## src/hdl/ctd_pkg.sv

```systemverilog
// ----------------------------------------------------------------------------
// ctd_pkg
// Shared types and constants of the changed tile detector: word layouts,
// configuration register codes, reset values and default size limits.
// ----------------------------------------------------------------------------
package ctd_pkg;

    // Default size limits, handed to the top level parameters
    localparam int DEF_MAX_TILE_COLUMNS = 32;
    localparam int DEF_MAX_FRAME_WIDTH  = 2048;
    localparam int DEF_MAX_FRAME_HEIGHT = 2048;

    // Field widths
    localparam int PIXEL_PAIR_W   = 32;
    localparam int ROW_MASK_W     = 32;
    localparam int TILE_ROW_W     = 11;
    localparam int CHANGED_W      = 17;
    localparam int CFG_DATA_W     = 12;
    localparam int FRAME_DIM_W    = 12;
    localparam int TILE_DIM_W     = 9;
    localparam int TILE_WORD_W    = 7;   // word index inside a tile, up to 127
    localparam int TILE_LINE_W    = 8;   // line index inside a tile, up to 255

    // Register values after reset
    localparam logic [FRAME_DIM_W-1:0] RST_FRAME_WIDTH  = 12'd320;
    localparam logic [FRAME_DIM_W-1:0] RST_FRAME_HEIGHT = 12'd240;
    localparam logic [TILE_DIM_W-1:0]  RST_TILE_WIDTH   = 9'd64;
    localparam logic [TILE_DIM_W-1:0]  RST_TILE_HEIGHT  = 9'd30;

    // Configuration register codes
    typedef enum logic [1:0] {
        CFG_FRAME_WIDTH  = 2'd0,
        CFG_FRAME_HEIGHT = 2'd1,
        CFG_TILE_WIDTH   = 2'd2,
        CFG_TILE_HEIGHT  = 2'd3
    } cfg_index_t;

    // Input word: current and previous pixel pair
    typedef struct packed {
        logic [PIXEL_PAIR_W-1:0] current_pair;
        logic [PIXEL_PAIR_W-1:0] previous_pair;
    } pair_word_t;

    // Result word: one per finished tile row
    typedef struct packed {
        logic [ROW_MASK_W-1:0] row_mask;
        logic [TILE_ROW_W-1:0] tile_row;
        logic [CHANGED_W-1:0]  changed_total;
        logic                  frame_end;
    } row_result_t;

endpackage

```

## src/hdl/changed_tile_detector_top.sv

```systemverilog
// ----------------------------------------------------------------------------
// changed_tile_detector_top
// Compares a raster stream of current/previous pixel pair words, marks tiles
// that hold a differing word and emits a dirty mask per finished tile row.
// ----------------------------------------------------------------------------
//
//  channel  direction  handshake            payload
//  in       input      in_valid / in_stall  in_word  (pair_word_t)
//  out      output     out_valid/out_stall  out_word (row_result_t)
//  cfg      input      cfg_write            cfg_index, cfg_data
//
//  One word per cycle while in_stall is low; an accepted word enters the compare
//  register, and as it leaves it the word counters update and, if it closes a
//  tile row, its row result is written to the output register.
//  A word that closes a tile row waits in the compare register while an
//  untaken result occupies the output register; other words keep flowing.
//  Reset clears all counters and loads the register defaults; no clear pass.
//
module changed_tile_detector_top #(
    parameter int MAX_TILE_COLUMNS = ctd_pkg::DEF_MAX_TILE_COLUMNS,
    parameter int MAX_FRAME_WIDTH  = ctd_pkg::DEF_MAX_FRAME_WIDTH,
    parameter int MAX_FRAME_HEIGHT = ctd_pkg::DEF_MAX_FRAME_HEIGHT
) (
    input  logic                                clk,
    input  logic                                rst_n,
    input  logic                                in_valid,
    output logic                                in_stall,
    input  ctd_pkg::pair_word_t                 in_word,
    output logic                                out_valid,
    input  logic                                out_stall,
    output ctd_pkg::row_result_t                out_word,
    input  logic                                cfg_write,
    input  ctd_pkg::cfg_index_t                 cfg_index,
    input  logic [ctd_pkg::CFG_DATA_W-1:0]      cfg_data
);
    import ctd_pkg::*;

    localparam int WL_W = $clog2(MAX_FRAME_WIDTH / 2);   // word in line
    localparam int LW_W = WL_W + 1;                      // words per line
    localparam int LF_W = $clog2(MAX_FRAME_HEIGHT);      // line in frame
    localparam int LN_W = LF_W + 1;                      // lines per frame

    // Configuration registers
    logic [FRAME_DIM_W-1:0] frame_width_reg;
    logic [FRAME_DIM_W-1:0] frame_height_reg;
    logic [TILE_DIM_W-1:0]  tile_width_reg;
    logic [TILE_DIM_W-1:0]  tile_height_reg;

    // Compare stage
    logic s1_valid_reg, s1_valid_next;
    logic s1_diff_reg;

    // Position and tally state
    logic [WL_W-1:0]             word_in_line_reg, word_in_line_next;
    logic [TILE_WORD_W-1:0]      word_in_tile_reg, word_in_tile_next;
    logic [WL_W-1:0]             tile_column_reg, tile_column_next;
    logic [TILE_LINE_W-1:0]      line_in_tile_reg, line_in_tile_next;
    logic [LF_W-1:0]             line_in_frame_reg, line_in_frame_next;
    logic [LF_W-1:0]             tile_row_reg, tile_row_next;
    logic [MAX_TILE_COLUMNS-1:0] dirty_mask_reg, dirty_mask_next;
    logic [CHANGED_W-1:0]        changed_count_reg, changed_count_next;

    // Result register
    logic        out_valid_reg, out_valid_next;
    row_result_t out_word_reg, out_word_next;

    // Clamped limits
    logic [12:0]            fw_clamped;
    logic [12:0]            fh_clamped;
    logic [TILE_DIM_W-1:0]  tw_clamped;
    logic [TILE_DIM_W-1:0]  th_clamped;
    logic [LW_W-1:0]        line_words;
    logic [LN_W-1:0]        lines;
    logic [7:0]             tile_words;
    logic [TILE_DIM_W-1:0]  tile_lines;

    logic                        line_end;
    logic                        last_line;
    logic                        row_done;
    logic                        process;
    logic                        in_accept;
    logic                        hit;
    logic [MAX_TILE_COLUMNS-1:0] col_bit;
    logic [MAX_TILE_COLUMNS-1:0] mask_upd;
    logic [CHANGED_W-1:0]        count_upd;

    // Write configuration registers
    always_ff @(posedge clk or negedge rst_n)
    begin
        if (!rst_n)
        begin
            frame_width_reg  <= RST_FRAME_WIDTH;
            frame_height_reg <= RST_FRAME_HEIGHT;
            tile_width_reg   <= RST_TILE_WIDTH;
            tile_height_reg  <= RST_TILE_HEIGHT;
        end
        else if (cfg_write)
        begin
            unique case (cfg_index)
                CFG_FRAME_WIDTH:  frame_width_reg  <= cfg_data;
                CFG_FRAME_HEIGHT: frame_height_reg <= cfg_data;
                CFG_TILE_WIDTH:   tile_width_reg   <= cfg_data[TILE_DIM_W-1:0];
                CFG_TILE_HEIGHT:  tile_height_reg  <= cfg_data[TILE_DIM_W-1:0];
                default: ;
            endcase
        end
    end

    // Clamp register values into their working ranges
    always_comb
    begin
        if (frame_width_reg < 12'd2)
            fw_clamped = 13'd2;
        else if (int'(frame_width_reg) > MAX_FRAME_WIDTH)
            fw_clamped = 13'(MAX_FRAME_WIDTH);
        else
            fw_clamped = 13'(frame_width_reg);

        if (frame_height_reg == '0)
            fh_clamped = 13'd1;
        else if (int'(frame_height_reg) > MAX_FRAME_HEIGHT)
            fh_clamped = 13'(MAX_FRAME_HEIGHT);
        else
            fh_clamped = 13'(frame_height_reg);

        if (tile_width_reg < 9'd2)
            tw_clamped = 9'd2;
        else if (tile_width_reg > 9'd256)
            tw_clamped = 9'd256;
        else
            tw_clamped = tile_width_reg;

        if (tile_height_reg == '0)
            th_clamped = 9'd1;
        else if (tile_height_reg > 9'd256)
            th_clamped = 9'd256;
        else
            th_clamped = tile_height_reg;

        line_words = LW_W'(fw_clamped >> 1);
        lines      = LN_W'(fh_clamped);
        tile_words = tw_clamped[8:1];
        tile_lines = th_clamped;
    end

    // Decide line and tile row ends, and whether the compare stage may advance
    always_comb
    begin
        line_end  = (LW_W'(word_in_line_reg) + LW_W'(1)) >= line_words;
        last_line = (LN_W'(line_in_frame_reg) + LN_W'(1)) >= lines;
        row_done  = line_end &&
                    (last_line || ((9'(line_in_tile_reg) + 9'd1) >= tile_lines));
        process   = s1_valid_reg && (!row_done || !out_valid_reg || !out_stall);
        in_stall  = s1_valid_reg && !process;
        in_accept = in_valid && !in_stall;
    end

    // Mark the current tile column; columns past the mask shift out to zero
    always_comb
    begin
        col_bit   = MAX_TILE_COLUMNS'(1) << tile_column_reg;
        hit       = s1_diff_reg && ((col_bit & ~dirty_mask_reg) != '0);
        mask_upd  = s1_diff_reg ? (dirty_mask_reg | col_bit) : dirty_mask_reg;
        count_upd = changed_count_reg + CHANGED_W'(hit);
    end

    // Advance counters and build the result
    always_comb
    begin
        word_in_line_next  = word_in_line_reg;
        word_in_tile_next  = word_in_tile_reg;
        tile_column_next   = tile_column_reg;
        line_in_tile_next  = line_in_tile_reg;
        line_in_frame_next = line_in_frame_reg;
        tile_row_next      = tile_row_reg;
        dirty_mask_next    = dirty_mask_reg;
        changed_count_next = changed_count_reg;

        out_word_next.row_mask      = ROW_MASK_W'(mask_upd);
        out_word_next.tile_row      = TILE_ROW_W'(tile_row_reg);
        out_word_next.changed_total = count_upd;
        out_word_next.frame_end     = last_line;

        if (process)
        begin
            dirty_mask_next    = mask_upd;
            changed_count_next = count_upd;
            if (line_end)
            begin
                word_in_line_next = '0;
                word_in_tile_next = '0;
                tile_column_next  = '0;
                if (row_done)
                begin
                    dirty_mask_next   = '0;
                    line_in_tile_next = '0;
                    if (last_line)
                    begin
                        line_in_frame_next = '0;
                        tile_row_next      = '0;
                        changed_count_next = '0;
                    end
                    else
                    begin
                        line_in_frame_next = line_in_frame_reg + LF_W'(1);
                        tile_row_next      = tile_row_reg + LF_W'(1);
                    end
                end
                else
                begin
                    line_in_tile_next  = line_in_tile_reg + TILE_LINE_W'(1);
                    line_in_frame_next = line_in_frame_reg + LF_W'(1);
                end
            end
            else
            begin
                word_in_line_next = word_in_line_reg + WL_W'(1);
                if ((8'(word_in_tile_reg) + 8'd1) >= tile_words)
                begin
                    word_in_tile_next = '0;
                    tile_column_next  = tile_column_reg + WL_W'(1);
                end
                else
                begin
                    word_in_tile_next = word_in_tile_reg + TILE_WORD_W'(1);
                end
            end
        end
    end

    // Hold or drop the compare stage and the result register
    always_comb
    begin
        if (in_accept)
            s1_valid_next = 1'b1;
        else if (process)
            s1_valid_next = 1'b0;
        else
            s1_valid_next = s1_valid_reg;

        if (process && row_done)
            out_valid_next = 1'b1;
        else if (out_valid_reg && !out_stall)
            out_valid_next = 1'b0;
        else
            out_valid_next = out_valid_reg;
    end

    // Control and counter registers
    always_ff @(posedge clk or negedge rst_n)
    begin
        if (!rst_n)
        begin
            s1_valid_reg      <= 1'b0;
            out_valid_reg     <= 1'b0;
            word_in_line_reg  <= '0;
            word_in_tile_reg  <= '0;
            tile_column_reg   <= '0;
            line_in_tile_reg  <= '0;
            line_in_frame_reg <= '0;
            tile_row_reg      <= '0;
            dirty_mask_reg    <= '0;
            changed_count_reg <= '0;
        end
        else
        begin
            s1_valid_reg      <= s1_valid_next;
            out_valid_reg     <= out_valid_next;
            word_in_line_reg  <= word_in_line_next;
            word_in_tile_reg  <= word_in_tile_next;
            tile_column_reg   <= tile_column_next;
            line_in_tile_reg  <= line_in_tile_next;
            line_in_frame_reg <= line_in_frame_next;
            tile_row_reg      <= tile_row_next;
            dirty_mask_reg    <= dirty_mask_next;
            changed_count_reg <= changed_count_next;
        end
    end

    // Payload registers: compare result and result word
    always_ff @(posedge clk)
    begin
        if (in_accept)
            s1_diff_reg <= (in_word.current_pair != in_word.previous_pair);
        if (process && row_done)
            out_word_reg <= out_word_next;
    end

    assign out_valid = out_valid_reg;
    assign out_word  = out_word_reg;

`ifndef NO_ASSERTIONS
    // A held result is never overwritten
    a_no_overwrite: assert property (@(posedge clk) disable iff (!rst_n)
        (out_valid_reg && out_stall) |-> !(process && row_done))
        else $error("result overwritten while stalled");

    // Input is only stalled while the compare stage is occupied
    a_stall_cause: assert property (@(posedge clk) disable iff (!rst_n)
        in_stall |-> s1_valid_reg)
        else $error("input stalled with empty compare stage");

    // Tile column never runs ahead of the word position in the line
    a_column_bound: assert property (@(posedge clk) disable iff (!rst_n)
        tile_column_reg <= word_in_line_reg)
        else $error("tile column ahead of word position");

    // Frame end clears the running count and row index
    a_frame_clear: assert property (@(posedge clk) disable iff (!rst_n)
        (process && row_done && last_line) |=>
            (changed_count_reg == '0) && (tile_row_reg == '0))
        else $error("frame end did not clear tallies");

    // A row that is not the last advances the row index by one and clears the dirty mask
    a_row_step: assert property (@(posedge clk) disable iff (!rst_n)
        (process && row_done && !last_line) |=>
            (tile_row_reg == $past(tile_row_reg) + LF_W'(1)) && (dirty_mask_reg == '0))
        else $error("tile row index did not advance");
`endif

endmodule
```

## config.mk

```make
export PLATFORM = sky130hd
export DESIGN_NAME = changed_tile_detector_top
export DESIGN_NICKNAME = d
export VERILOG_FILES = /design/src/hdl/ctd_pkg.sv /design/src/hdl/changed_tile_detector_top.sv
export SDC_FILE = /design/constraint.sdc
export NUM_CORES = 1
export LEC_CHECK = 0
export ABC_AREA = 0
export BUFFER_PORTS_ARGS = -buffer_cell sky130_fd_sc_hd__buf_2
export CORE_MARGIN = 2
export CORE_UTILIZATION = 40
export DETAILED_ROUTE_END_ITERATION = 8
export PLACE_DENSITY = 0.64
export SLEW_MARGIN = 20
export SYNTH_ARGS = -nofsm -noshare
export SYNTH_HDL_FRONTEND = slang
export SYNTH_SLANG_ARGS = --single-unit
export TNS_END_PERCENT = 100
```

## constraint.sdc

```tcl
create_clock -name clk -period 6.6 [get_ports clk]
set_clock_uncertainty 0.1 [all_clocks]
set_input_delay 0.33 -clock clk [delete_from_list [all_inputs] [get_ports clk]]
set_output_delay 0.33 -clock clk [all_outputs]
set_load 0.03 [all_outputs]
```

Yosys cells after proc, flatten, opt, wreduce, memory -nomap -nowiden

Index checks and enable logic that the tools add are counted.
W data, S select, Z words.

Register bits: 212
Input port bits: 83
Output and inout port bits: 63
Logic and storage cells: 104

Add/subtract/negate cells: 11
$lt $le $gt $ge: 10
Equal/unequal tests: 4
Shifts and indexed selects: 1
Multiplexer cells: 27
Bitwise operators: 3
Reduce and logical (&&, ||, !) cells: 29

Operators by type and width:

| kind                    | number |
|---|---|
| $mux W32                | 3 |
| $mux W17                | 3 |
| $mux W12                | 4 |
| $mux W9                 | 4 |
| $mux W11                | 3 |
| $and A32 B32 Y32        | 1 |
| $ne A32 B32 Y1          | 1 |
| $not A32 Y32            | 1 |
| $or A32 B32 Y32         | 1 |
| $reduce_bool A32 Y1     | 1 |
| $shl A1 B10 Y32 const A | 1 |
| $mux W10                | 3 |
| $gt A12 B12 Y1 const B  | 2 |
| $add A11 B1 Y11 const B | 2 |
| $add A10 B1 Y10 const B | 2 |
| $gt A9 B9 Y1 const B    | 2 |
| $add A17 B1 Y17         | 1 |
| $mux W7                 | 2 |
| $add A11 B1 Y12 const B | 1 |
| $ge A12 B12 Y1          | 1 |
| $logic_not A12 Y1       | 1 |
| $lt A12 B2 Y1 const B   | 1 |
| $reduce_and A2 Y1       | 6 |
| $add A10 B1 Y11 const B | 1 |
| other kinds (19)        | 37 |

Depth between registers and ports, before layout

Word-level depth: 15
Gate-level depth with buffers: 18
Depth with buffers taken out: 16

Worst setup path before layout

Ideal clock, no wire load.

Path type: reg-to-reg
Start point: register line_in_frame_reg[0]
End point: register out_word_reg (netlist bit out_word[0]), enable pin
Data arrival time: 4.355 ns
Setup slack: 1.695 ns
Stages on the path, launching flop included: 15
Path buffers: 2
Period minus slack after synthesis: 4.905 ns
Path through: dfrtp_1 -> ha_1 -> and3_1 -> nand3_1 -> nor2_1 -> xor2_1 -> ha_1 -> nand4_1 -> nor2_1 -> o221ai_1 -> nor4bb_1 -> buf_2 -> nand4b_1 -> inv_2 -> clkbuf_1

Word-level cells in the longest chain between the ends: 9

RTL lines:

| what                            | RTL line                         | text |
|---|---|---|
| start, declared                 | changed_tile_detector_top.sv:58  | `logic [LF_W-1:0] line_in_frame_reg, line_in_frame_next;` |
| start signal, assigned          | changed_tile_detector_top.sv:273 | `line_in_frame_reg <= line_in_frame_next;` |
| $add A11 B1 Y12 *               | changed_tile_detector_top.sv:150 | `last_line = (LN_W'(line_in_frame_reg) + LN_W'(1)) >= lines;` |
| $ge A12 B12 Y1 *                | changed_tile_detector_top.sv:150 |  |
| $logic_or A1 B1 Y1 *            | changed_tile_detector_top.sv:152 | `(last_line \|\| ((9'(line_in_tile_reg) + 9'd1) >= tile_lines));` |
| $logic_and A1 B1 Y1 *           | changed_tile_detector_top.sv:151 | `row_done = line_end &&` |
| $logic_not A1 Y1                | changed_tile_detector_top.sv:153 | `process = s1_valid_reg && (!row_done \|\| !out_valid_reg \|\| !out_stall);` |
| $logic_or A1 B1 Y1 (2 in a row) | changed_tile_detector_top.sv:153 |  |
| $logic_and A1 B1 Y1             | changed_tile_detector_top.sv:153 |  |
| $logic_and A1 B1 Y1 *           | changed_tile_detector_top.sv:285 | `if (process && row_done)` |
| end signal, assigned            | changed_tile_detector_top.sv:286 | `out_word_reg <= out_word_next;` |
| end, declared                   | changed_tile_detector_top.sv:65  | `row_result_t out_word_reg, out_word_next;` |

Every way passes the cells marked *; elsewhere a longest branch is shown, timed or not.
A chain may end at the register's enable or synchronous reset.

Worst setup path after layout

Start point: register line_in_frame_reg[0]
End point: register out_word_reg (netlist bit out_word[33]), enable pin

Same word-level chain as after synthesis.

==> results.py <==
metrics = {
    "run_status": {
        "outcome": "finished, final reports clean",
    },
    "floorplanning": {
        "die_h_um": 170,
        "ios": 146,
        "rows": 60,
        "die_area_sq_um": 28800,
        "die_x_um": 170,
        "initial_core_util": 0.408,
        "core_area_sq_um": 27000,
    },
    "placement": {
        "hpwl_um": 17000,
        "io_buffers": 145,
        "dp.cells": 1498,
        "gp_congestion": 0.805,
        "preCtsSetupSlack_ns": 1.60,
    },
    "logic_synthesis": {
        "ys_ff_latch": 211,
        "yosysTopAreaCell": "dfrtp_1",
        "synth_top_area_share": 0.314,
        "ys.flop_type": "dfrtp_1",
        "synth-async-reset-ratio": 0.706,
        "netlist_instances": 1047,
        "synth.distinct_cells": 74,
        "synth-edff-count": 62,
        "syn_nets": 1178,
        "ys_seq_area_frac": 0.510,
        "ys_top_cells_by_area": "dfrtp_1 (31%), edfxtp_1 (17%), ha_1 (5.5%)",
        "syn_avg_cell_area_sq_um": 10.5,
        "syn_area_sq_um": 11000,
        "ys_warn_count": 0,
    },
    "timing": {
        "hold_viol_final": 0,
        "rsz0062_at_grt": "false",
        "fin_tns_setup_ns": 0,
        "fmax_ghz": 0.200,
        "max_slew.worst_pin.slew_ns": 1.02,
        "fin_crit_ns": 5.00,
        "post-route-period-util": 0.758,
        "fin_ws_ns": 1.60,
        "slew_viol_final": 0,
        "slew_headroom": 0.319,
        "setup_viol": 0,
    },
    "cts": {
        "cts_resized": 0,
        "clockRootBuffer": "clkbuf_16",
        "cts_buffers": 23,
        "clock_latency_ns": 0.53,
        "clkTransAtPathRegs_ns": 0.06,
        "clockBufferDepth": 3,
        "cts_sinks": 211,
        "htreeDepth": 1,
        "cts_tree": "done",
    },
    "setup_path": {
        "worstPathRequired_ns": 6.73,
        "setup.worst_path.start_class": "flop",
        "worstSetupPathType": "flop to flop",
        "critPathMaxFanout": 55,
        "arrival_ns": 5.13,
        "endpoint_kind": "flop",
    },
    "layout": {
        "layout-drive-gt1-share": 0.219,
        "nets": 1319,
        "finalNonFillerCells": 1546,
        "diodes": 0,
        "area_growth_pct": 16.7,
        "final_util": 0.476,
        "largest_register_ffs": 61,
    },
    "route": {
        "drt_wl_total_um": 24300,
        "vias": 8263,
        "ant_nets": 0,
        "vias_per_cell": 5.34,
        "drc": 0,
        "drt_iter0_drc": 529,
        "wl_per_cell_um": 15.7,
        "dr.pass1.iters": 5,
    },
    "grt": {
        "antenna_found_initial": 0,
        "grt_first_pass_wirelength_um": 39600,
        "grt_max_degree": 83,
        "grt_pass1_vias": 7746,
        "grtUsageTotal": 0.166,
        "globalRouteOverflowTotal": 0,
    },
    "job": {
        "maxCapViolCount": 0,
    },
    "power_and_ir_drop": {
        "ir_worst_vdd_mv": 0.255,
        "p_leak_nw": 5.89,
        "powerDensity_nw_per_um2": 327,
    },
    "worst_hold_path": {
        "holdCritPathClass": "primary input to flop",
    },
}
==> critical path: stages (launching register included) <==
cell and delay, ns:
dfrtp_1 0.42, ha_1 0.25, and3_1 0.21, nand3_1 0.18, nor2_1 0.19, xor2_1 0.21, ha_1 0.29, a21oi_1 0.13
nand2_1 0.07, a211o_1 0.32, nor4bb_2 0.28, buf_4 0.23, nand4b_1 0.40, clkinv_2 0.81, buf_4 0.56
==> cell usage after synthesis (all sizes together), types with 13 or more instances <==
master,number
dfrtp,138
nand2,117
nor2,94
o21ai,66
edfxtp,62
xnor2,52
ha,48
nand3,48
mux2,42
a21o,30
a21oi,29
clkbuf,26
a31oi,25
xor2,23
and3,19
buf,19
inv,17
a22o,14
nand4,14
nor3,14
nor2b,13
==> per-layer routing <==
metal | GRT usage | routed length (um) | part of all wire | up-vias
li1 | - | - | - | 4100
met1 | 0.250 | 12100 | 0.50 | 4001
met2 | 0.254 | 10900 | 0.45 | 136
met3 | 0.0245 | 873 | 0.036 | 26
met4 | 0.0368 | 426 | 0.018 | 0
met5 | 0 | 0 | 0 | -
==> area by class of cell <==
type | count | area (sq um)
fill | 2535 | 14100
sequential | 211 | 5600
tap | 341 | 427
clock buffer | 34 | 637
multi-input combinational | 773 | 5120
inverter | 18 | 68.8
timing repair buffer | 161 | 867
clock inverter | 8 | 103
==> path summary, 6_finish.rpt <==
kind,from,endpoint,slack [ns],cells after the start
max,line_in_frame_reg[0],out_word[33],1.60,14
min,cfg_data[1],frame_width_reg[1],0.02,3
min in group asynchronous,rst_n,word_in_tile_reg[4],0.33,2
min reg2reg,changed_count_reg[0],changed_count_reg[0],0.38,2
max in group asynchronous,rst_n,dirty_mask_reg[5],4.73,3
max reg2reg,line_in_frame_reg[0],out_word[33],1.60,14
==> per-stage QoR <==
stage / total power [mW] / instance area (sq um) / hold slack, ns
floorplan: 2.63 / 11000 / -0.0656
global placement: 2.92 / 12000 / 0.353
detailed placement: 2.95 / 12000 / 0.341
CTS: 4.23 / 12800 / 0.0161
global route: 4.47 / 12800 / 0.0167
finish: 4.20 / 12800 / 0.0209
==> where the power goes <==
part / internal [mW] / switching, mW
sequential: 1.56 / 0.229
clock: 0.750 / 0.516
combinational: 0.476 / 0.665
==> timing repair <==
action | CTS | global route
hold buffers | 6 | 0
buffers inserted | 0 | 0
endpoints found under the hold margin | 80 | 0
setup endpoints to repair | 0 | 0
==> cells by family (layout without fill, tap and decap cells) <==
kind of cell / Yosys count / after routing / synth area share
DFF: 211 / 211 / 0.510
muxes: 45 / 45 / 0.0469
buffers and inverters: 63 / 221 / 0.0271
xor gates and xnor gates: 75 / 75 / 0.0597
AOI/OAI and AO/OA: 231 / 231 / 0.141
and+or+nand+nor: 374 / 374 / 0.161
adders and majority gates: 48 / 48 / 0.0546
==> placed cells by master (no fill, tap or decap), types with 12 or more instances in the layout <==
cell type and count:
nor2_1 94, nand3_1 48, mux2_2 42, clkbuf_16 23, inv_1 16, nand2_1 117
buf_2 144, o21ai_0 63, a31oi_1 25, edfxtp_1 62, nor3_1 14, xor2_1 23
a21oi_1 29, nor4_1 12, and3_1 18, xnor2_1 52, ha_1 48, a21o_1 30
dfrtp_1 138, nand4_1 14, a22o_1 13, nor2b_1 13
Power figures use the tool's default switching activity.
